==> src/rtl/indexed_min_heap_core_macros.svh <==
// ----------------------------------------------------------------------------
// indexed_min_heap_core_macros
// Assertion helpers for the indexed min-heap core.
// ----------------------------------------------------------------------------
`ifndef INDEXED_MIN_HEAP_CORE_MACROS_SVH
`define INDEXED_MIN_HEAP_CORE_MACROS_SVH

// Check a property every clock edge outside reset
`define IMH_ASSERT(label, prop, msg) \
   label: assert property (@(posedge clock) disable iff (reset) (prop)) else $error(msg);

// Check an implication every clock edge, reset included
`define IMH_ASSERT_ALWAYS(label, prop, msg) \
   label: assert property (@(posedge clock) (prop)) else $error(msg);

`endif

==> src/rtl/imh_pkg.sv <==
`timescale 1ns / 1ps
// ----------------------------------------------------------------------------
// imh_pkg
// Shared constants and types for the indexed min-heap core.
// ----------------------------------------------------------------------------
package imh_pkg;

   localparam int unsigned CAPACITY_DEF    = 1024;
   localparam int unsigned VERTEX_BITS_DEF = 20;
   localparam int unsigned COST_W          = 32;
   localparam int unsigned VERT_W          = 20;
   localparam int unsigned POS_W           = 10;
   localparam int unsigned COUNT_W         = 11;

   localparam logic [1:0] KIND_INSERT  = 2'd0;
   localparam logic [1:0] KIND_REPLACE = 2'd1;
   localparam logic [1:0] KIND_DELETE  = 2'd2;

   localparam logic [1:0] ST_DONE     = 2'd0;
   localparam logic [1:0] ST_NOT_FND  = 2'd1;
   localparam logic [1:0] ST_FULL     = 2'd2;
   localparam logic [1:0] ST_BAD_POS  = 2'd3;

   typedef enum logic [3:0] {
      S_IDLE,
      S_SEARCH,     // issue read of slot for key search
      S_SRCH_CHK,   // compare read data with key
      S_LAST_RD,    // read last entry for delete
      S_LAST_WAIT,
      S_UP_RD,      // read parent
      S_UP_CMP,
      S_DN_RD1,     // read left child
      S_DN_RD2,     // latch left child, read right child
      S_DN_SEL,     // pick the smaller child
      S_DN_CMP,     // chosen child against the moving entry
      S_TOP_RD,
      S_TOP_WAIT,
      S_RESP
   } state_type;

endpackage

==> src/rtl/imh_cmp.sv <==
`timescale 1ns / 1ps
// ----------------------------------------------------------------------------
// imh_cmp
// Shared entry comparator: cost, then vert_a, then vert_b.
// ----------------------------------------------------------------------------
module imh_cmp #(
   parameter int unsigned VB = imh_pkg::VERTEX_BITS_DEF
) (
   input  logic [imh_pkg::COST_W-1:0] a_cost,
   input  logic [VB-1:0]              a_va,
   input  logic [VB-1:0]              a_vb,
   input  logic [imh_pkg::COST_W-1:0] b_cost,
   input  logic [VB-1:0]              b_va,
   input  logic [VB-1:0]              b_vb,
   output logic                       a_lt_b
);
   import imh_pkg::*;

   always_comb begin
      if (a_cost != b_cost) begin
         a_lt_b = a_cost < b_cost;
      end else if (a_va != b_va) begin
         a_lt_b = a_va < b_va;
      end else begin
         a_lt_b = a_vb < b_vb;
      end
   end

endmodule

==> config.mk <==
export PLATFORM = sky130hd
export DESIGN_NAME = imh_cmp
export DESIGN_NICKNAME = d
export VERILOG_FILES = /design/src/rtl/indexed_min_heap_core_macros.svh /design/src/rtl/imh_pkg.sv /design/src/rtl/imh_cmp.sv
export SDC_FILE = /design/constraint.sdc
export NUM_CORES = 1
export LEC_CHECK = 0
export ABC_AREA = 0
export BUFFER_PORTS_ARGS = -buffer_cell sky130_fd_sc_hd__buf_2
export CAP_MARGIN = 20
export CORE_MARGIN = 10
export CORE_UTILIZATION = 38
export DETAILED_ROUTE_END_ITERATION = 6
export PLACE_DENSITY_LB_ADDON = 0.25
export SLEW_MARGIN = 0
export SYNTH_ARGS = -nofsm -noshare
export SYNTH_HDL_FRONTEND = slang
export SYNTH_SLANG_ARGS = --single-unit
==> constraint.sdc <==
create_clock -name vclk -period 1.5
set_input_delay 0.075 -clock vclk [all_inputs]
set_output_delay 0.075 -clock vclk [all_outputs]
set_load 0.01 [all_outputs]
==> metrics.yaml, run 1 <==
outcome:
  outcome: "finished, violations left"
  violations: "negative setup slack"
die:
  pin_count: 145
  fp-row-count: 24
  core_area_um2: 4440
  die-height_um: 88.4
  dieArea_um2: 7810
  dieWidth_um: 88.4
  initial_core_util: 0.400
worst_setup_path:
  worst-setup-path-type: "in2out"
  crit_chain: "buf_6 -> ha_4 -> nand4_1 -> nor4_4 -> a21boi_2 -> o31a_1 -> a2111oi_4 -> a211o_1 -> buf_6"
  cp_common_cell: "buf_6"
  crit_path_end_kind: "primary output"
  worst_path_max_delay_cell: "nor4_4"
  cp_data_arrival_time_ns: 1.78
  cp-start-kind: "input port"
  worstSetupEndpoint: "a_lt_b"
  required_ns: 1.42
  critPathMaxFanout: 2
  crit_start: "a_cost[10]"
  max_stage_delay_ns: 0.38
final_layout:
  diodes: 0
  ff_latch_area_um2: 0
  nets: 628
  fin_util: 0.662
  num-clock-buffers: 0
  area_growth_pct: 65.5
  drive_gt1_frac: 0.457
  final_cell_mix: "buf_2 (132), inv_1 (62), ha_1 (61), a21oi_1 (24), nand2_1 (14)"
  design.seq.count: 0
  final_common_cell: "buf_2"
drt:
  final_antenna_net_count: 0
  highest_layer: "met4"
  drt_iter0_drc: 18
  num_vias: 2259
  routed-wl-met2_um: 3480
  wl_per_cell_um: 14.0
  m1WireLength_um: 2400
  drt-pass1-iter-count: 4
  post-route-drc-count: 0
  wl_um: 6490
  avgViaCountPerCell: 4.88
  route.met3.wl_um: 573
place:
  hpwl_um: 5940
  io_buffers: 145
  gp_congestion: 0.831
pwr:
  pwr_density_cell_nw_per_um2: 244
  p_leak_nw: 1.80
  vdd_drop_max_mv: 0.117
run:
  cap_violations: 0
synthesis:
  ys_seq_area_frac: 0
  syn_area_per_cell_um2: 7.03
  ys_warn_count: 0
  syn_area_um2: 1780
  synthCells: 253
  synth_cell_types: 25
  synth_nets: 468
grt:
  grt_pass1_vias: 2445
  grt_max_degree: 4
  grt_usage: 0.152
  grt_pass1_wl_um: 10100
  antenna_found_initial: 0
  overflow: 0
sta:
  finalCritPeriodShare: 1.24
  layout_setup_ws_ns: -0.355
  setup-tns-final_ns: -0.355
  fmax_mhz: 539
  setup_viol: 1
  grt_setup_unrepaired: "yes"
  max_slew_margin: 0.773
  worst_pin_slew_ns: 0.337
  hold_viol: 0
  finalCriticalPeriod_ns: 1.86
  slew_violations: 0
  hold_ws_ns: 0.911
clocking:
  postCtsHoldBufs: 0
worst_hold_path:
  hp-class: "in2out"
## cell families after synthesis
group / Yosys count / share of synthesized area
buffers and inverters: 72 / 0.152
adder cells (fa/ha/maj): 71 / 0.500
AND/OR/NAND/NOR: 57 / 0.162
AO/OA/AOI/OAI: 53 / 0.186
## final cells by class
cell class                 instances  area (um^2)
multi-input combinational        181         1700
fill                             366         1500
tap                               52         65.1
inverter                          72          278
timing repair buffer             158          905
## power by group
| part | switching [mW] | internal [mW] | total (mW) |
|---|---|---|---|
| combinational | 0.316 | 0.403 | 0.719 |
| clock | 0 | 0 | 0 |
| sequential | 0 | 0 | 0 |
| total | 0.316 | 0.403 | 0.719 |
## how the worst min path moves through the flow
stage / start / to / slack (ns) / depth (start not counted)
final: a_cost[31] / a_lt_b / 0.91 / 7
after floorplan: a_va[12] / a_lt_b / 0.67 / 5
after detailed placement: a_vb[19] / a_lt_b / 0.92 / 7
after global placement: a_vb[19] / a_lt_b / 0.90 / 7
after CTS: a_cost[31] / a_lt_b / 0.92 / 7
after global routing: a_cost[31] / a_lt_b / 0.99 / 7
## Yosys cell counts
cell type | count | area, um^2
nor3_1 | 2 | 10.0
and4_1 | 2 | 17.5
o2111ai_1 | 1 | 8.76
a21oi_1 | 26 | 130
nor2_1 | 8 | 30.0
nor2b_1 | 3 | 18.8
nand4_1 | 11 | 68.8
nor4_1 | 5 | 31.3
a221o_1 | 1 | 10.0
inv_1 | 72 | 270
nand2b_1 | 1 | 6.26
a21boi_1 | 1 | 7.51
a221oi_1 | 1 | 8.76
o31a_1 | 1 | 8.76
nand3_1 | 9 | 45.0
ha_1 | 71 | 888
o311a_1 | 1 | 10.0
nand2_1 | 16 | 60.1
a21oi_2 | 1 | 8.76
a211oi_1 | 4 | 30.0
a2111oi_2 | 1 | 15.0
a21o_1 | 5 | 37.5
o21ai_0 | 8 | 40.0
a211o_1 | 1 | 8.76
o211ai_1 | 1 | 7.51
## per-stage QoR
step                      worst slack [ns]  power (mW)  instances  area, um^2
after detailed placement            -0.481       0.667        461        2790
after floorplan                    -0.0966       0.350        253        1910
after CTS                           -0.336       0.718        463        2920
final                               -0.355       0.719        463        2940
after global placement              -0.425       0.635        461        2790
after global routing                -0.449       0.824        463        2940
## per-layer routing
metal / track usage / vias to the layer above
li1: - / 1193
met5: 0 / -
met3: 0.0460 / 4
met1: 0.148 / 976
met4: 0.00881 / 0
met2: 0.316 / 86
## what timing repair did
action                                 in CTS  in global routing
buffers inserted                            2                  0
setup endpoints to repair                   1                  1
pin swaps                                  18                  3
gates resized for setup                    22                  5
endpoints found under the hold margin       0                  0
## worst max-delay path: cells and delay by family
kind	cells	cell delay, ns
AO/OA/AOI/OAI	4	0.68
adder cells (fa/ha/maj)	1	0.25
buffers and inverters	2	0.23
AND/OR/NAND/NOR	2	0.56
Power figures use the tool's default switching activity.
==> inputs of run 2 (changes only) <==
Settings changed: BUFFER_PORTS_ARGS -buffer_cell sky130_fd_sc_hd__buf_2 to -buffer_cell sky130_fd_sc_hd__buf_4.
==> run 2 against run 1 <==
  * The run still ends with negative setup slack left
  * Die area did not move
  * Maximum frequency increased by 0.54%
  * Combinational power up 13%
  * First-iteration DRC count stayed put
  * Via count increased by 0.80%
  * Hold slack worse by 0.011 ns
  * Core utilization rose by 7.9 points
  * Cell count rose by 0.22%
==> metrics.yaml, run 2 (same netlist as run 1, synthesis figures left out) <==
final_layout:
  final_common_cell: "buf_4"
  num-clock-buffers: 0
  final_area_um2: 3290
  ff_latch_area_um2: 0
  area_growth_pct: 85.2
  design.seq.count: 0
  diodes: 0
  nets: 629
  final_cell_mix: "buf_4 (150), inv_1 (62), ha_1 (60), a21oi_1 (24), nand2_1 (14)"
  drive_gt1_frac: 0.466
  fin_util: 0.741
grt:
  overflow: 0
  antenna_found_initial: 0
  grt_max_degree: 4
  grt_pass1_wl_um: 10200
  grt_usage: 0.156
  grt_pass1_vias: 2388
drt:
  wl_per_cell_um: 14.1
  avgViaCountPerCell: 4.91
  final_antenna_net_count: 0
  post-route-drc-count: 0
  drt_iter0_drc: 18
  num_vias: 2277
  drt-pass1-iter-count: 2
  wl_um: 6540
pwr:
  p_leak_nw: 1.92
  power_mw: 0.814
  vdd_drop_max_mv: 0.124
  pwr_density_cell_nw_per_um2: 247
worst_setup_path:
  cp_data_arrival_time_ns: 1.77
  worst-setup-path-type: "in2out"
  required_ns: 1.42
  critPathMaxFanout: 2
  crit_path_end_kind: "primary output"
  cp-start-kind: "input port"
die:
  initial_core_util: 0.400
  core_area_um2: 4440
  dieWidth_um: 88.4
  pin_count: 145
  fp-row-count: 24
  die-height_um: 88.4
  dieArea_um2: 7810
sta:
  finalCriticalPeriod_ns: 1.85
  worst_pin_slew_ns: 0.357
  layout_setup_ws_ns: -0.345
  fmax_mhz: 542
  finalCritPeriodShare: 1.23
  slew_violations: 0
  hold_viol: 0
  max_slew_margin: 0.760
  hold_ws_ns: 0.899
  setup_viol: 1
  grt_setup_unrepaired: "yes"
place:
  hpwl_um: 6080
  placed_cell_area_um2: 3150
  pre_cts_ws_ns: -0.483
  gp_congestion: 0.810
  io_buffers: 145
clocking:
  postCtsHoldBufs: 0
worst_hold_path:
  hp-class: "in2out"
  hold_path_end: "a_lt_b"
  hold_path_depth: 7
  hold_path.startpoint: "a_cost[31]"
run:
  cap_violations: 0
outcome:
  violations: "negative setup slack"
  outcome: "finished, violations left"
## run 2: critical path, cell delays in order
cell       delay [ns]
buf_4            0.12
ha_4             0.25
nand4_1          0.18
nor4_4           0.32
a21boi_2         0.21
o31a_1           0.20
a2111oi_4        0.05
a211o_1          0.25
buf_6            0.13
## run 2: worst max path at each step
stage,from,endpoint,cells after the start
global route,b_cost[6],a_lt_b,10
global placement,b_cost[5],a_lt_b,10
CTS,b_cost[11],a_lt_b,10
detailed placement,a_cost[14],a_lt_b,8
floorplan,b_cost[14],a_lt_b,8
finish,a_cost[8],a_lt_b,9
## run 2: repair_timing
item	4_1_cts	5_1_grt
buffers inserted	3	0
endpoints found under the setup margin	1	1
pin swaps	20	0
resized for setup	23	4
## run 2: report_power, final
part	internal [mW]	leakage [nW]	switching, mW
combinational	0.497	1.92	0.317
sequential	0	0	0
clock	0	0	0
total	0.497	1.92	0.317
## run 2: stage by stage
step | TNS, ns | instances
global route | -0.463 | 464
finish | -0.345 | 464
CTS | -0.317 | 464
detailed placement | -0.483 | 461
floorplan | -0.0966 | 253
global placement | -0.421 | 461
## run 2: per-layer routing
layer,part of all wire,up-vias,wire (um),track usage
met5,0,-,0,0
met1,0.34,984,2240,0.153
met4,0.011,0,75,0.0235
met3,0.12,8,759,0.0625
met2,0.53,88,3460,0.303
li1,-,1197,-,-
## run 2: layout make-up
| class | count | area, um^2 |
|---|---|---|
| Multi-Input combinational cell | 181 | 1720 |
| Timing Repair Buffer | 159 | 1230 |
| Fill cell | 336 | 1150 |
| Inverter | 72 | 283 |
| Tap cell | 52 | 65.1 |
